**src/design/pbpm_pkg.sv**
```systemverilog
// ---------------------------------------------------------------------------
// pbpm_pkg - shared definitions for the packet buffer pool manager
// Operation codes, register indexes, field widths and the command groups
// that the control logic sends to the ID stacks and the ready FIFO.
// ---------------------------------------------------------------------------
`timescale 1ns / 1ps
`default_nettype none

package pbpm_pkg;

  // Fixed field widths
  localparam int ID_W      = 6;   // buffer ID
  localparam int OP_W      = 3;   // operation selector
  localparam int BASE_W    = 5;   // base_buffers register
  localparam int MAXSZ_W   = 16;  // max_packet_size register
  localparam int CFG_IDX_W = 2;
  localparam int CFG_DAT_W = MAXSZ_W;

  // Parameter defaults
  localparam int DEF_MAX_BASE_BUFFERS = 16;
  localparam int DEF_SURGE_FACTOR     = 3;
  localparam int DEF_SIZE_BITS        = 16;

  // Register reset values
  localparam int RST_BASE_BUFFERS = 16;
  localparam logic [MAXSZ_W-1:0] RST_MAX_PACKET_SIZE = 16'd4096;

  // Operation codes
  localparam logic [OP_W-1:0] OP_RESERVE   = 3'd0;
  localparam logic [OP_W-1:0] OP_COMMIT    = 3'd1;
  localparam logic [OP_W-1:0] OP_RELEASE   = 3'd2;
  localparam logic [OP_W-1:0] OP_MARK_READ = 3'd3;
  localparam logic [OP_W-1:0] OP_GET_READY = 3'd4;
  localparam logic [OP_W-1:0] OP_REINIT    = 3'd5;

  // Configuration register indexes
  localparam logic [CFG_IDX_W-1:0] CFG_BASE_BUFFERS  = 2'd0;
  localparam logic [CFG_IDX_W-1:0] CFG_MAX_PKT_SIZE  = 2'd1;
  localparam logic [CFG_IDX_W-1:0] CFG_CONSUMER_ATT  = 2'd2;

  // Stack command group
  typedef struct packed {
    logic push;
    logic pop;
    logic rebuild;
  } stk_cmd_t;

  // FIFO command group
  typedef struct packed {
    logic push;
    logic pop;
    logic clear;
  } fifo_cmd_t;

endpackage

`default_nettype wire

```
**src/design/packet_buffer_pool_manager_core.sv**
```systemverilog
// ---------------------------------------------------------------------------
// packet_buffer_pool_manager_core - buffer pool with free stack, surge IDs
// and a ready FIFO
// Reserve pops the free stack or creates a surge buffer from the spare-ID
// stack; commit queues ID and size; release/mark_read return IDs; reinit
// rebuilds all stores.
//
//  channel | dir | handshake          | payload
//  --------+-----+--------------------+----------------------------------
//  in_     | in  | in_tvalid/tready   | tuser op; tdata size,id,notify
//  out_    | out | out_tvalid/tready  | tdata ok,id,size,ready_to_read
//  cfg_    | in  | cfg_valid/ready    | cfg_index, cfg_data
//
//  Each request is accepted in ST_IDLE, then handled in ST_EXEC, in which the
//  registered memory reads return and the stacks/FIFO are written back.
//  The memories are read every cycle at the current top/head address.
//  A held output register stalls the execute cycle; in_tready stays high
//  while idle even if a result is still waiting.
//  Reset is synchronous (rst_n low); no clearing pass is needed.
// ---------------------------------------------------------------------------
`timescale 1ns / 1ps
`default_nettype none

module packet_buffer_pool_manager_core #(
  parameter int MAX_BASE_BUFFERS = pbpm_pkg::DEF_MAX_BASE_BUFFERS,
  parameter int SURGE_FACTOR     = pbpm_pkg::DEF_SURGE_FACTOR,
  parameter int SIZE_BITS        = pbpm_pkg::DEF_SIZE_BITS
) (
  input  wire logic                               clk,
  input  wire logic                               rst_n,
  // input stream
  input  wire logic                               in_tvalid,
  output logic                                    in_tready,
  // size, buffer_id, notify
  input  wire logic [((SIZE_BITS+pbpm_pkg::ID_W+8)/8)*8-1:0] in_tdata,
  // operation
  input  wire logic [pbpm_pkg::OP_W-1:0]          in_tuser,
  // result stream
  output logic                                    out_tvalid,
  input  wire logic                               out_tready,
  // ok, granted_id, granted_size, ready_to_read
  output logic [((SIZE_BITS+pbpm_pkg::ID_W+9)/8)*8-1:0] out_tdata,
  // configuration
  input  wire logic                               cfg_valid,
  output logic                                    cfg_ready,
  input  wire logic [pbpm_pkg::CFG_IDX_W-1:0]     cfg_index,
  input  wire logic [pbpm_pkg::CFG_DAT_W-1:0]     cfg_data
);
  import pbpm_pkg::*;

  localparam int FREE_DEPTH  = MAX_BASE_BUFFERS + 1;
  localparam int SPARE_DEPTH = MAX_BASE_BUFFERS * SURGE_FACTOR;
  localparam int FIFO_DEPTH  = MAX_BASE_BUFFERS * SURGE_FACTOR;
  localparam int FC_W        = $clog2(FREE_DEPTH + 1);
  localparam int SC_W        = $clog2(SPARE_DEPTH + 1);
  localparam int QC_W        = $clog2(FIFO_DEPTH + 1);
  localparam int CW_RAW      = $clog2(FREE_DEPTH + SPARE_DEPTH + 1);
  localparam int CW          = (CW_RAW > ID_W) ? CW_RAW : ID_W;
  localparam int CMP_W       = (SIZE_BITS > MAXSZ_W) ? SIZE_BITS : MAXSZ_W;
  localparam int ENTRY_W     = ID_W + SIZE_BITS;
  localparam int OUT_W       = ((SIZE_BITS + ID_W + 9) / 8) * 8;
  localparam int RST_EFF     = (RST_BASE_BUFFERS > MAX_BASE_BUFFERS) ?
                               MAX_BASE_BUFFERS : RST_BASE_BUFFERS;

  typedef enum logic [1:0] {
    ST_IDLE = 2'b01,
    ST_EXEC = 2'b10
  } state_t;

  state_t state_r, state_nxt;

  // Configuration registers
  logic [BASE_W-1:0]  base_r;
  logic [MAXSZ_W-1:0] max_size_r;
  logic               consumer_r;

  // Latched request
  logic [OP_W-1:0]      op_r;
  logic [SIZE_BITS-1:0] size_r;
  logic [ID_W-1:0]      id_r;
  logic                 notify_r;

  logic [CW-1:0] live_r, live_nxt;

  logic out_valid_r;
  logic [OUT_W-1:0] out_data_r;

  // Store interfaces
  stk_cmd_t  free_cmd, free_cmd_raw;
  stk_cmd_t  spare_cmd, spare_cmd_raw;
  fifo_cmd_t fifo_cmd, fifo_cmd_raw;
  logic [FC_W-1:0]    free_count;
  logic [SC_W-1:0]    spare_count;
  logic [QC_W-1:0]    fifo_count;
  logic [ID_W-1:0]    free_top, spare_top;
  logic [ENTRY_W-1:0] fifo_rd, fifo_wr;

  logic [CW-1:0] eff_base, surge_lim, spare_rebuild;
  logic [CW-1:0] free_cnt_x, spare_cnt_x, fifo_cnt_x;
  logic          in_fire, exec_fire;
  logic          ok;
  logic [ID_W-1:0]      gid;
  logic [SIZE_BITS-1:0] gsize;
  logic                 rtr;
  logic [OUT_W-1:0]     out_word;

  assign in_tready = (state_r == ST_IDLE);
  assign in_fire   = in_tvalid && in_tready;
  assign exec_fire = (state_r == ST_EXEC) && (!out_valid_r || out_tready);
  assign cfg_ready = 1'b1;

  // Configuration writes
  always_ff @(posedge clk) begin
    if (!rst_n) begin
      base_r     <= BASE_W'(RST_BASE_BUFFERS);
      max_size_r <= RST_MAX_PACKET_SIZE;
      consumer_r <= 1'b0;
    end else if (cfg_valid) begin
      case (cfg_index)
        CFG_BASE_BUFFERS: base_r     <= cfg_data[BASE_W-1:0];
        CFG_MAX_PKT_SIZE: max_size_r <= cfg_data[MAXSZ_W-1:0];
        CFG_CONSUMER_ATT: consumer_r <= cfg_data[0];
        default: ;
      endcase
    end
  end

  // Request capture
  always_ff @(posedge clk) begin
    if (in_fire) begin
      op_r     <= in_tuser;
      size_r   <= in_tdata[SIZE_BITS-1:0];
      id_r     <= in_tdata[SIZE_BITS +: ID_W];
      notify_r <= in_tdata[SIZE_BITS+ID_W];
    end
  end

  // Effective base and surge limit
  always_comb begin
    if (base_r == '0) begin
      eff_base = CW'(1);
    end else if (CW'(base_r) > CW'(MAX_BASE_BUFFERS)) begin
      eff_base = CW'(MAX_BASE_BUFFERS);
    end else begin
      eff_base = CW'(base_r);
    end
  end

  assign surge_lim     = CW'(eff_base * CW'(SURGE_FACTOR));
  assign spare_rebuild = CW'(eff_base * CW'(SURGE_FACTOR - 1));
  assign free_cnt_x    = CW'(free_count);
  assign spare_cnt_x   = CW'(spare_count);
  assign fifo_cnt_x    = CW'(fifo_count);
  assign fifo_wr       = {size_r, id_r};

  // Operation decode and result
  always_comb begin
    free_cmd_raw  = '0;
    spare_cmd_raw = '0;
    fifo_cmd_raw  = '0;
    live_nxt      = live_r;
    ok            = 1'b0;
    gid           = '0;
    gsize         = '0;
    rtr           = 1'b0;
    case (op_r)
      OP_RESERVE: begin
        if (CMP_W'(size_r) <= CMP_W'(max_size_r)) begin
          if (free_cnt_x != '0) begin
            free_cmd_raw.pop = 1'b1;
            gid              = free_top;
            ok               = 1'b1;
          end else if (live_r < surge_lim && spare_cnt_x != '0) begin
            spare_cmd_raw.pop = 1'b1;
            gid               = spare_top;
            live_nxt          = CW'(live_r + CW'(1));
            ok                = 1'b1;
          end
          if (ok) begin
            gsize = size_r;
          end
        end
      end
      OP_COMMIT: begin
        if (fifo_cnt_x < CW'(FIFO_DEPTH)) begin
          fifo_cmd_raw.push = 1'b1;
        end
        rtr = notify_r & consumer_r;
      end
      OP_RELEASE, OP_MARK_READ: begin
        if (free_cnt_x <= eff_base && free_cnt_x < CW'(FREE_DEPTH)) begin
          free_cmd_raw.push = 1'b1;
        end else begin
          // destroy: ID back to the spare stack
          if (spare_cnt_x < CW'(SPARE_DEPTH)) begin
            spare_cmd_raw.push = 1'b1;
          end
          if (live_r > eff_base) begin
            live_nxt = CW'(live_r - CW'(1));
          end
        end
      end
      OP_GET_READY: begin
        if (fifo_cnt_x != '0) begin
          fifo_cmd_raw.pop = 1'b1;
          gid              = fifo_rd[ID_W-1:0];
          gsize            = fifo_rd[ID_W +: SIZE_BITS];
          ok               = 1'b1;
        end
      end
      OP_REINIT: begin
        free_cmd_raw.rebuild  = 1'b1;
        spare_cmd_raw.rebuild = 1'b1;
        fifo_cmd_raw.clear    = 1'b1;
        live_nxt              = eff_base;
      end
      default: ;
    endcase
  end

  assign free_cmd  = exec_fire ? free_cmd_raw  : '0;
  assign spare_cmd = exec_fire ? spare_cmd_raw : '0;
  assign fifo_cmd  = exec_fire ? fifo_cmd_raw  : '0;

  // Result word packing
  always_comb begin
    out_word                        = '0;
    out_word[0]                     = ok;
    out_word[ID_W:1]                = gid;
    out_word[ID_W+1 +: SIZE_BITS]   = gsize;
    out_word[ID_W+SIZE_BITS+1]      = rtr;
  end

  // FSM
  always_comb begin
    state_nxt = state_r;
    case (state_r)
      ST_IDLE: if (in_fire)   state_nxt = ST_EXEC;
      ST_EXEC: if (exec_fire) state_nxt = ST_IDLE;
      default: state_nxt = ST_IDLE;
    endcase
  end

  always_ff @(posedge clk) begin
    if (!rst_n) begin
      state_r     <= ST_IDLE;
      live_r      <= CW'(RST_EFF);
      out_valid_r <= 1'b0;
    end else begin
      state_r <= state_nxt;
      if (exec_fire) begin
        live_r <= live_nxt;
      end
      if (exec_fire) begin
        out_valid_r <= 1'b1;
      end else if (out_tready) begin
        out_valid_r <= 1'b0;
      end
    end
  end

  // Output register
  always_ff @(posedge clk) begin
    if (exec_fire) begin
      out_data_r <= out_word;
    end
  end

  assign out_tvalid = out_valid_r;
  assign out_tdata  = out_data_r;

  // Stores
  pbpm_id_stack #(
    .DEPTH     (FREE_DEPTH),
    .RST_COUNT (RST_EFF),
    .RST_BASE  (0)
  ) u_free_stack (
    .clk           (clk),
    .rst_n         (rst_n),
    .cmd           (free_cmd),
    .push_id       (id_r),
    .rebuild_count (FC_W'(eff_base)),
    .rebuild_base  ('0),
    .count         (free_count),
    .top_id        (free_top)
  );

  pbpm_id_stack #(
    .DEPTH     (SPARE_DEPTH),
    .RST_COUNT ((SURGE_FACTOR - 1) * RST_EFF),
    .RST_BASE  (RST_EFF)
  ) u_spare_stack (
    .clk           (clk),
    .rst_n         (rst_n),
    .cmd           (spare_cmd),
    .push_id       (id_r),
    .rebuild_count (SC_W'(spare_rebuild)),
    .rebuild_base  (eff_base[ID_W-1:0]),
    .count         (spare_count),
    .top_id        (spare_top)
  );

  pbpm_ready_fifo #(
    .DEPTH  (FIFO_DEPTH),
    .DATA_W (ENTRY_W)
  ) u_ready_fifo (
    .clk     (clk),
    .rst_n   (rst_n),
    .cmd     (fifo_cmd),
    .wr_data (fifo_wr),
    .count   (fifo_count),
    .rd_data (fifo_rd)
  );

endmodule

`default_nettype wire

```
**src/design/pbpm_id_stack.sv**
```systemverilog
// ---------------------------------------------------------------------------
// pbpm_id_stack - LIFO of buffer IDs in a synchronous memory
// Top entry is read every cycle into a register. A low-water mark tracks the
// lowest slot written since the last rebuild; slots below it still hold
// their rebuild value (slot index plus a base), so a rebuild does not rewrite the memory.
// ---------------------------------------------------------------------------
`timescale 1ns / 1ps
`default_nettype none

module pbpm_id_stack #(
  parameter int DEPTH     = 17,
  parameter int RST_COUNT = 16,
  parameter int RST_BASE  = 0
) (
  input  wire logic                           clk,
  input  wire logic                           rst_n,
  input  wire pbpm_pkg::stk_cmd_t             cmd,
  input  wire logic [pbpm_pkg::ID_W-1:0]      push_id,
  input  wire logic [$clog2(DEPTH+1)-1:0]     rebuild_count,
  input  wire logic [pbpm_pkg::ID_W-1:0]      rebuild_base,
  output logic      [$clog2(DEPTH+1)-1:0]     count,
  output logic      [pbpm_pkg::ID_W-1:0]      top_id
);
  import pbpm_pkg::*;

  localparam int CNT_W  = $clog2(DEPTH + 1);
  localparam int ADDR_W = (DEPTH > 1) ? $clog2(DEPTH) : 1;

  logic [ID_W-1:0]   mem [DEPTH];
  logic [CNT_W-1:0]  count_r, count_nxt;
  logic [CNT_W-1:0]  lwm_r, lwm_nxt;
  logic [ID_W-1:0]   base_r, base_nxt;
  logic [ID_W-1:0]   rd_data_r;
  logic              rd_dflt_r;
  logic [ID_W-1:0]   rd_dflt_id_r;
  logic [CNT_W-1:0]  top_idx;

  assign top_idx = CNT_W'(count_r - CNT_W'(1));

  // Top-of-stack read, registered
  always_ff @(posedge clk) begin
    rd_data_r    <= mem[top_idx[ADDR_W-1:0]];
    rd_dflt_r    <= (top_idx < lwm_r);
    rd_dflt_id_r <= ID_W'(base_r + ID_W'(top_idx));
  end

  // Push writes the slot at the current count
  always_ff @(posedge clk) begin
    if (cmd.push) begin
      mem[count_r[ADDR_W-1:0]] <= push_id;
    end
  end

  // Count, low-water mark and rebuild base
  always_comb begin
    count_nxt = count_r;
    lwm_nxt   = lwm_r;
    base_nxt  = base_r;
    if (cmd.rebuild) begin
      count_nxt = rebuild_count;
      lwm_nxt   = CNT_W'(DEPTH);
      base_nxt  = rebuild_base;
    end else if (cmd.push) begin
      count_nxt = CNT_W'(count_r + CNT_W'(1));
      lwm_nxt   = (count_r < lwm_r) ? count_r : lwm_r;
    end else if (cmd.pop) begin
      count_nxt = top_idx;
    end
  end

  always_ff @(posedge clk) begin
    if (!rst_n) begin
      count_r <= CNT_W'(RST_COUNT);
      lwm_r   <= CNT_W'(DEPTH);
      base_r  <= ID_W'(RST_BASE);
    end else begin
      count_r <= count_nxt;
      lwm_r   <= lwm_nxt;
      base_r  <= base_nxt;
    end
  end

  assign count  = count_r;
  assign top_id = rd_dflt_r ? rd_dflt_id_r : rd_data_r;

endmodule

`default_nettype wire

```
**src/design/pbpm_ready_fifo.sv**
```systemverilog
// ---------------------------------------------------------------------------
// pbpm_ready_fifo - circular FIFO of committed buffers (ID and size)
// Head entry is read every cycle into a register; head and tail wrap at
// any depth.
// ---------------------------------------------------------------------------
`timescale 1ns / 1ps
`default_nettype none

module pbpm_ready_fifo #(
  parameter int DEPTH  = 48,
  parameter int DATA_W = 22
) (
  input  wire logic                       clk,
  input  wire logic                       rst_n,
  input  wire pbpm_pkg::fifo_cmd_t        cmd,
  input  wire logic [DATA_W-1:0]          wr_data,
  output logic      [$clog2(DEPTH+1)-1:0] count,
  output logic      [DATA_W-1:0]          rd_data
);
  import pbpm_pkg::*;

  localparam int CNT_W  = $clog2(DEPTH + 1);
  localparam int ADDR_W = (DEPTH > 1) ? $clog2(DEPTH) : 1;
  localparam logic [ADDR_W-1:0] LAST = ADDR_W'(DEPTH - 1);

  logic [DATA_W-1:0] mem [DEPTH];
  logic [ADDR_W-1:0] head_r, head_nxt;
  logic [ADDR_W-1:0] tail_r, tail_nxt;
  logic [CNT_W-1:0]  count_r, count_nxt;
  logic [DATA_W-1:0] rd_data_r;

  // Head read, registered
  always_ff @(posedge clk) begin
    rd_data_r <= mem[head_r];
  end

  always_ff @(posedge clk) begin
    if (cmd.push) begin
      mem[tail_r] <= wr_data;
    end
  end

  // Pointer update
  always_comb begin
    head_nxt  = head_r;
    tail_nxt  = tail_r;
    count_nxt = count_r;
    if (cmd.clear) begin
      head_nxt  = '0;
      tail_nxt  = '0;
      count_nxt = '0;
    end else if (cmd.push) begin
      tail_nxt  = (tail_r == LAST) ? '0 : ADDR_W'(tail_r + ADDR_W'(1));
      count_nxt = CNT_W'(count_r + CNT_W'(1));
    end else if (cmd.pop) begin
      head_nxt  = (head_r == LAST) ? '0 : ADDR_W'(head_r + ADDR_W'(1));
      count_nxt = CNT_W'(count_r - CNT_W'(1));
    end
  end

  always_ff @(posedge clk) begin
    if (!rst_n) begin
      head_r  <= '0;
      tail_r  <= '0;
      count_r <= '0;
    end else begin
      head_r  <= head_nxt;
      tail_r  <= tail_nxt;
      count_r <= count_nxt;
    end
  end

  assign count   = count_r;
  assign rd_data = rd_data_r;

endmodule

`default_nettype wire

```
**config.mk**
```make
export PLATFORM = sky130hd
export DESIGN_NAME = packet_buffer_pool_manager_core
export DESIGN_NICKNAME = d
export VERILOG_FILES = /design/src/design/pbpm_pkg.sv /design/src/design/packet_buffer_pool_manager_core.sv /design/src/design/pbpm_id_stack.sv /design/src/design/pbpm_ready_fifo.sv
export SDC_FILE = /design/constraint.sdc
export NUM_CORES = 2
export LEC_CHECK = 0
export BUFFER_PORTS_ARGS = -buffer_cell sky130_fd_sc_hd__buf_4
export CAP_MARGIN = 30
export CORE_ASPECT_RATIO = 0.7
export CORE_MARGIN = 3
export CORE_UTILIZATION = 40
export CTS_CLUSTER_SIZE = 20
export DETAILED_ROUTE_END_ITERATION = 16
export PLACE_DENSITY = 0.59
export SLEW_MARGIN = 20
export SYNTH_ARGS = -nofsm -noshare
export SYNTH_HDL_FRONTEND = slang
export SYNTH_SLANG_ARGS = --single-unit
```
**constraint.sdc**
```tcl
create_clock -name clk -period 4.1 [get_ports clk]
set_input_delay 0.205 -clock clk [delete_from_list [all_inputs] [get_ports clk]]
set_output_delay 0.205 -clock clk [all_outputs]
set_load 0.005 [all_outputs]
```
### Yosys cells after proc, flatten, opt, wreduce, memory -nomap -nowiden

Memories as Yosys holds them, arrays and structs flattened. A register that Yosys moved wholly into a read port is not among the register bits.
Cells that the tools add are included.
W data, S select, Z words.

| storage, ports and cells | value |
|---|---|
| bits in registers | 141 |
| RAM bits | 1,446 |
| output and inout bits | 27 |
| word-level logic and storage cells | 168 |
| memories kept | 3 |

| cells by class | value |
|---|---|
| $add $sub $neg | 11 |
| multipliers | 1 |
| order comparisons | 12 |
| eq/ne operators | 18 |
| muxes and demuxes | 65 |
| bitwise operators | 3 |
| reduce and logical (&&, ||, !) cells | 30 |

Memories:

| memory | words | bits a word | rd ports | clocked after Yosys merged registers in | write ports | RTL line | text |
|---|---|---|---|---|---|---|---|
| u_ready_fifo.mem | 48 | 22 | 1 | 1 | 1 | pbpm_ready_fifo.sv:26 | `logic [DATA_W-1:0] mem [DEPTH];` |
| u_spare_stack.mem | 48 | 6 | 1 | 1 | 1 | pbpm_id_stack.sv:29 | `logic [ID_W-1:0] mem [DEPTH];` |
| u_free_stack.mem | 17 | 6 | 1 | 1 | 1 | pbpm_id_stack.sv:29 |  |

Operators with widths:

| operator | number |
|---|---|
| $mux W6 | 13 |
| $mux W16 | 3 |
| $mux W7 | 5 |
| $pmux W16 S2 | 1 |
| $mux W1 | 29 |
| $mux W5 | 5 |
| $add A6 B1 Y6 const B | 4 |
| $pmux W7 S3 | 1 |
| $reduce_bool A7 Y1 | 3 |
| $le A16 B16 Y1 | 1 |
| $reduce_and A2 Y1 | 7 |
| $eq A6 B6 Y1 const B | 2 |
| $lt A6 B6 Y1 | 2 |
| $lt A6 B6 Y1 const B | 2 |
| $ne A2 B2 Y1 const B | 6 |
| $pmux W6 S2 | 1 |
| $sub A6 B1 Y6 const B | 2 |
| $lt A5 B5 Y1 | 2 |
| $mux W3 | 3 |
| $reduce_bool A3 Y1 | 3 |
| $reduce_or A2 Y1 | 4 |
| $add A7 B1 Y7 const B | 1 |
| $gt A7 B7 Y1 | 1 |
| $le A5 B7 Y1 | 1 |
| 27 further kinds | 38 |

### Longest topological paths before layout

| depth | value |
|---|---|
| depth in word-level cells | 14 |
| gate-level depth with buffers | 19 |

### By module

From an unflattened synthesis, not the netlist that was laid out.

| unflattened totals | value |
|---|---|
| cells, all modules | 3,410 |
| area, all modules | 64,489.4 um^2 |

Modules (own cells, without submodules):

| module | times used | cells each | area each (um^2) | sequential area each (um^2) |
|---|---|---|---|---|
| pbpm_ready_fifo | 1 | 1,929 | 41,511.1 | 32,511.2 |
| pbpm_id_stack at u_spare_stack | 1 | 708 | 13,017.5 | 9,268.9 |
| pbpm_id_stack at u_free_stack | 1 | 346 | 5,554.1 | 3,643.5 |
| packet_buffer_pool_manager_core | 1 | 427 | 4,406.7 | 2,142.1 |

### Worst setup path before layout

Ideal clock, no wire load.

| timing | value |
|---|---|
| path type | reg2reg |
| start | register base_r[1] |
| end | register out_data_r[11] (netlist: out_tdata[11]) (data pin) |
| arrival | 2.949 ns |
| data required time | 3.843 ns |
| slack | 0.894 ns |
| cell stages (with the launch flop) | 19 |
| path buffers | 1 |
| period minus slack after synthesis | 3.206 ns |
| cells stage by stage | dfxtp_1 -> nor3_1 -> nor2_1 -> nor2_1 -> ha_1 -> inv_1 -> fa_1 -> inv_1 -> a21oi_1 -> nor2_1 -> nor2_1 -> xnor2_1 -> ha_1 -> o211ai_1 -> a21o_1 -> and2_1 -> o21a_4 -> buf_6 -> a22o_1 |

| on the way | value |
|---|---|
| cells in the longest elaborated chain, start to end | 13 |
| elaborated cells on any way between the ends | 14 |
| classes of those cells | mul: 1; order compare: 2; mux: 9; reduce/logical: 2 |

RTL lines:

| item | RTL line | text |
|---|---|---|
| from (decl) | packet_buffer_pool_manager_core.sv:73 | `logic [BASE_W-1:0] base_r;` |
| from (signal assigned) | packet_buffer_pool_manager_core.sv:115 | `base_r <= BASE_W'(RST_BASE_BUFFERS);` |
| from (signal assigned) | packet_buffer_pool_manager_core.sv:120 | `CFG_BASE_BUFFERS: base_r <= cfg_data[BASE_W-1:0];` |
| $gt A5 B5 Y1 | packet_buffer_pool_manager_core.sv:142 | `end else if (CW'(base_r) > CW'(MAX_BASE_BUFFERS)) begin` |
| $mux W5 | packet_buffer_pool_manager_core.sv:142 |  |
| $mux W5 * | packet_buffer_pool_manager_core.sv:140 | `if (base_r == '0) begin` |
| via eff_base[0] | packet_buffer_pool_manager_core.sv:98 | `logic [CW-1:0] eff_base, surge_lim, spare_rebuild;` |
| $mul A7 B2 Y7 * | packet_buffer_pool_manager_core.sv:149 | `assign surge_lim = CW'(eff_base * CW'(SURGE_FACTOR));` |
| $lt A7 B7 Y1 * | packet_buffer_pool_manager_core.sv:173 | `end else if (live_r < surge_lim && spare_cnt_x != '0) begin` |
| $logic_and A1 B1 Y1 * | packet_buffer_pool_manager_core.sv:173 |  |
| $mux W1 * | packet_buffer_pool_manager_core.sv:173 |  |
| $mux W1 * | packet_buffer_pool_manager_core.sv:169 | `if (free_cnt_x != '0) begin` |
| $mux W1 * | packet_buffer_pool_manager_core.sv:168 | `if (CMP_W'(size_r) <= CMP_W'(max_size_r)) begin` |
| $mux W1 * | packet_buffer_pool_manager_core.sv:166 | `case (op_r)` |
| $mux W16 * | packet_buffer_pool_manager_core.sv:179 | `if (ok) begin` |
| $mux W16 * | packet_buffer_pool_manager_core.sv:168 |  |
| $pmux W16 S2 * | packet_buffer_pool_manager_core.sv:166 |  |
| via gsize[4] | packet_buffer_pool_manager_core.sv:103 | `logic [SIZE_BITS-1:0] gsize;` |
| to (signal assigned) | packet_buffer_pool_manager_core.sv:265 | `out_data_r <= out_word;` |
| to (decl) | packet_buffer_pool_manager_core.sv:86 | `logic [OUT_W-1:0] out_data_r;` |

The timed path passes the listed nets; every way through them passes the cells marked *. The select of a mux whose other input is x is not followed.
A chain may end at the register's enable or synchronous reset.

### Final worst setup path

| timing | value |
|---|---|
| start | register base_r[4] |
| end | register live_r[5] |

| on the way | value |
|---|---|
| cells in the longest elaborated chain, start to end | 8 |
| elaborated cells on any way between the ends | 14 |
| classes of those cells | mul: 1; order compare: 4; eq/ne: 3; mux: 2; reduce/logical: 4 |

RTL lines:

| item | RTL line | text |
|---|---|---|
| $gt A5 B5 Y1 | packet_buffer_pool_manager_core.sv:142 |  |
| $mux W5 | packet_buffer_pool_manager_core.sv:142 |  |
| $mux W5 * | packet_buffer_pool_manager_core.sv:140 |  |
| via eff_base[2] | packet_buffer_pool_manager_core.sv:98 |  |
| $mul A7 B2 Y7 | packet_buffer_pool_manager_core.sv:149 |  |
| $lt A7 B7 Y1 | packet_buffer_pool_manager_core.sv:173 |  |
| $logic_and A1 B1 Y1 | packet_buffer_pool_manager_core.sv:173 |  |
| $ne A2 B2 Y1 (no source line) | -- |  |
| $reduce_and A7 Y1 (no source line) * | -- |  |
| to (signal assigned) | packet_buffer_pool_manager_core.sv:247 | `live_r <= CW'(RST_EFF);` |
| to (signal assigned) | packet_buffer_pool_manager_core.sv:252 | `live_r <= live_nxt;` |
| to (decl) | packet_buffer_pool_manager_core.sv:83 | `logic [CW-1:0] live_r, live_nxt;` |

The timed path passes the listed nets; every way through them passes the cells marked *.

==> summary.log <==
INFO  setup_path     critPathMaxFanout=11
INFO  synth          postSynthCellCount=3115
INFO  clock_tree     clk-insertion-delay-late=0.77ns
INFO  die            fp.dieW=484microns
INFO  setup_path     cp.buffers_inverters=3
INFO  die            start_util=40.4%
INFO  finish         nFillCells=13200
INFO  synth          synth-edff-count=1496
INFO  timing         finalSetupViolCount=0
INFO  grt            maximum_number_of_pins_on_one_net_before_global_route_repair=114
INFO  detailed_routing drtPass1Iterations=7
INFO  flow_run       max_cap_violations=0
INFO  clock_tree     cts.path.max_buffers=3
INFO  grt            grt_pass1_wl=226mm
INFO  clock_tree     numCtsBuffers=148
INFO  synth          syn-cell-area=0.0640sqmm
INFO  setup_path     startpoint_type=register
INFO  timing         fmax=287MHz
INFO  finish         multiInputGateArea=0.0158sqmm
INFO  grt            number_of_antenna_violations_at_the_first_check_in_global_routing=6
INFO  synth          synthFlopType=sky130_fd_sc_hd__edfxtp_1
INFO  clock_tree     cts_tree=yes
INFO  setup_path     crit_chain=clkinv_1 -> nand2_1 -> inv_1 -> ha_1 -> a21o_1 -> a21o_1 -> a21oi_1 -> ha_1 -> a211oi_1 -> a41o_1 -> nand3_1 -> buf_4 -> or3_1 -> a21oi_1
INFO  synth          synth_top_area_cell=sky130_fd_sc_hd__edfxtp_1
INFO  clock_tree     sink_count_of_the_clock_tree=1620
INFO  clock_tree     cts.repair.resized=0
INFO  synth          yosysWarnings=0
INFO  grt            grt_usage=18.9%
INFO  status         outcome=finished clean
INFO  setup_path     crit_type=reg -> reg
INFO  synth          post_synth.cell_area_avg=20.5squm
INFO  synth          post_synth_num_cell_types=79
INFO  grt            number_of_global_route_vias_before_repair=31100
INFO  finish         ff_latch_area=0.0474sqmm
INFO  detailed_routing drcViolationCount=0
INFO  setup_path     cp.required=4.78ns
INFO  timing         final.hold.worst_slack=0.0630ns
INFO  clock_tree     cts.root.buffer_cell=sky130_fd_sc_hd__clkbuf_16
INFO  placement      post-dp-hpwl=93.5mm
INFO  die            placeableCoreArea=0.158sqmm
INFO  timing         rsz_0062_raised_after_global_routing=no
INFO  clock_tree     cts.htree.levels=4
INFO  synth          ys_top_cells_by_count=1496 x sky130_fd_sc_hd__edfxtp_1, 443 x sky130_fd_sc_hd__mux4_2, 174 x sky130_fd_sc_hd__nor2_1
INFO  setup_path     timing.critical_path.to_type=register
INFO  clock_tree     cts.reportedPaths.clkPinSlew=0.06ns
INFO  synth          synth_most_common_cell=sky130_fd_sc_hd__edfxtp_1
INFO  synth          synth.net_count=3248
INFO  placement      port-buffer-count=74
INFO  timing         finalCriticalPeriod=3.49ns
INFO  clock_tree     postCtsSetupBuffers=0
INFO  die            boundaryPins=77
INFO  synth          yosysTopAreaCellShare=70.2%
INFO  setup_path     slowest_stage=sky130_fd_sc_hd__a211oi_1
INFO  timing         min_period_over_period=85.1%
INFO  timing         final_hold_viol_count=0
INFO  timing         report.final.slew_viol_count=0
INFO  synth          netlist_top_cells_area=sky130_fd_sc_hd__edfxtp_1 70%, sky130_fd_sc_hd__mux4_2 16%, sky130_fd_sc_hd__dfxtp_1 3.9%
INFO  setup_path     max_stage_delay=0.38ns
INFO  timing         max_transition_margin=33.1%
INFO  placement      place_congestion=0.800
INFO  detailed_routing routed_wirelength=156mm
INFO  die            design.die.area=0.165sqmm
INFO  detailed_routing drt_first_iter_violations=3650
INFO  pwr            vdd_ir_drop_max=0.000416V
INFO  grt            globalRouteOverflowTotal=0
INFO  finish         flow.area_growth_from_synthesis=14.4%
INFO  setup_path     path_delay_family=compound AO/OA/AOI/OAI gates
INFO  pwr            leakage=0.0228uW
INFO  die            die_height=341microns
INFO  synth          synth.ff_latch_count=1620
INFO  synth          synth_seq_area_share=74.1%
INFO  detailed_routing remaining_number_of_nets_flagged_by_the_antenna_check_after_routing=0
INFO  detailed_routing routed_via_density=5.57
INFO  detailed_routing wl_per_cell=27.9microns
INFO  setup_path     worst_ep_arrival_time=4.17ns
INFO  pwr            p_per_area=443mW/mm^2
INFO  hold_path      min_path_type=in -> reg
INFO  clock_tree     cts_hold_repair.buffers=50
INFO  finish         share_of_layout_cells_above_drive_strength_1=27.3%
INFO  synth          synthArstFlopShare=0%
INFO  timing         tns=0ns
INFO  finish         nets=3508
INFO  timing         max_slew.worst_pin.slew=0.999ns
INFO  detailed_routing vias=31200
INFO  die            core.rowCount=122
INFO  timing         finalClockSkew=0.0310ns
-- per-layer routing --
metal	vias up	GRT usage, %	part of all wire (%)
met3	173	4.55	8.5
li1	13300	-	-
met4	2	4.40	1.7
met5	-	0.638	0.067
met2	1165	26.7	43
met1	16600	29.6	47
-- cells by family after synthesis --
logic type / Yosys count / share of synthesized area [%]
XOR/XNOR: 33 / 0.464
AO/OA/AOI/OAI: 220 / 2.33
AND/OR/NAND/NOR: 424 / 3.14
multiplexers: 516 / 16.8
flip-flops: 1620 / 74.1
adder cells (fa/ha/maj): 83 / 1.67
other: 1 / 0.00586
buffers and inverters: 218 / 1.52
-- layout make-up --
class / count / area share, %
flip-flops and latches: 1620 / 64.8
well taps: 2108 / 3.60
inverters: 57 / 0.292
clock buffers: 204 / 5.56
clock inverters: 68 / 0.851
repair buffers: 271 / 3.29
multi-input cells: 1277 / 21.6
diodes: 2 / 0.00684
-- where the power goes --
| group | switching, uW | internal [uW] |
|---|---|---|
| Sequential | 56.8 | 18100 |
| Clock | 5990 | 7550 |
| Combinational | 507 | 213 |
| Total | 6560 | 25900 |
-- metrics by stage --
stage | cell area (sq um) | setup slack, ns | utilization [%] | std cells | total power, uW
6_report | 73200 | 0.611 | 46.2 | 5607 | 32400
5_1_grt | 73200 | 0.191 | 46.2 | 5606 | 33400
4_1_cts | 73200 | 0.561 | 46.2 | 5604 | 32700
3_5_place_dp | 68000 | 0.606 | 42.9 | 5282 | 19200
3_3_place_gp | 68000 | 0.573 | 42.9 | 5281 | 19200
2_1_floorplan | 64000 | 0.894 | - | 3115 | 18800
-- path summary, 6_finish.rpt --
| path | cells after the start | end | slack, ns | start |
|---|---|---|---|---|
| min | 2 | id_r[4]$_DFFE_PP_ | 0.06 | in_tvalid |
| max | 14 | live_r[5]$_SDFFE_PN0P_ | 0.61 | base_r[4]$_SDFFE_PN1P_ |
| min reg2reg | 2 | max_size_r[10]$_SDFFE_PN0P_ | 0.46 | max_size_r[10]$_SDFFE_PN0P_ |
| max reg2reg | 14 | live_r[5]$_SDFFE_PN0P_ | 0.61 | base_r[4]$_SDFFE_PN1P_ |
-- state kept, by name, summed over array words and instances (netlist names), 7 cells and up --
signal / flops
live_r: 7
out_tdata: 24
u_free_stack.mem: 102
max_size_r: 16
u_ready_fifo.rd_data: 22
u_ready_fifo.mem: 1056
size_r: 16
u_spare_stack.mem: 288
-- worst reg2reg max path: cells and delay by family, from the launching register on --
family | cells | cell delay [ns]
flops | 1 | 0.33
simple gates | 3 | 0.71
fa+ha+maj | 2 | 0.56
compound gates | 6 | 1.30
buf+inv | 3 | 0.51
-- placed cells by master, fill, tap and decap left out, drive strengths merged, types with 11 or more instances in the layout --
| master | n |
|---|---|
| clkbuf | 204 |
| a21oi | 64 |
| a22o | 22 |
| inv | 62 |
| a21o | 18 |
| ha | 79 |
| xnor2 | 20 |
| a211oi | 13 |
| a31oi | 11 |
| clkinv | 50 |
| o21ai | 41 |
| nand2b | 15 |
| xor2 | 13 |
| dfxtp | 124 |
| nor2b | 16 |
| mux4 | 444 |
| nor2 | 175 |
| buf | 221 |
| dlygate4sd3 | 50 |
| and2 | 17 |
| nand3 | 20 |
| nand4 | 12 |
| mux2i | 65 |
| nand2 | 109 |
| edfxtp | 1496 |
(Power assumes the default switching activity.)
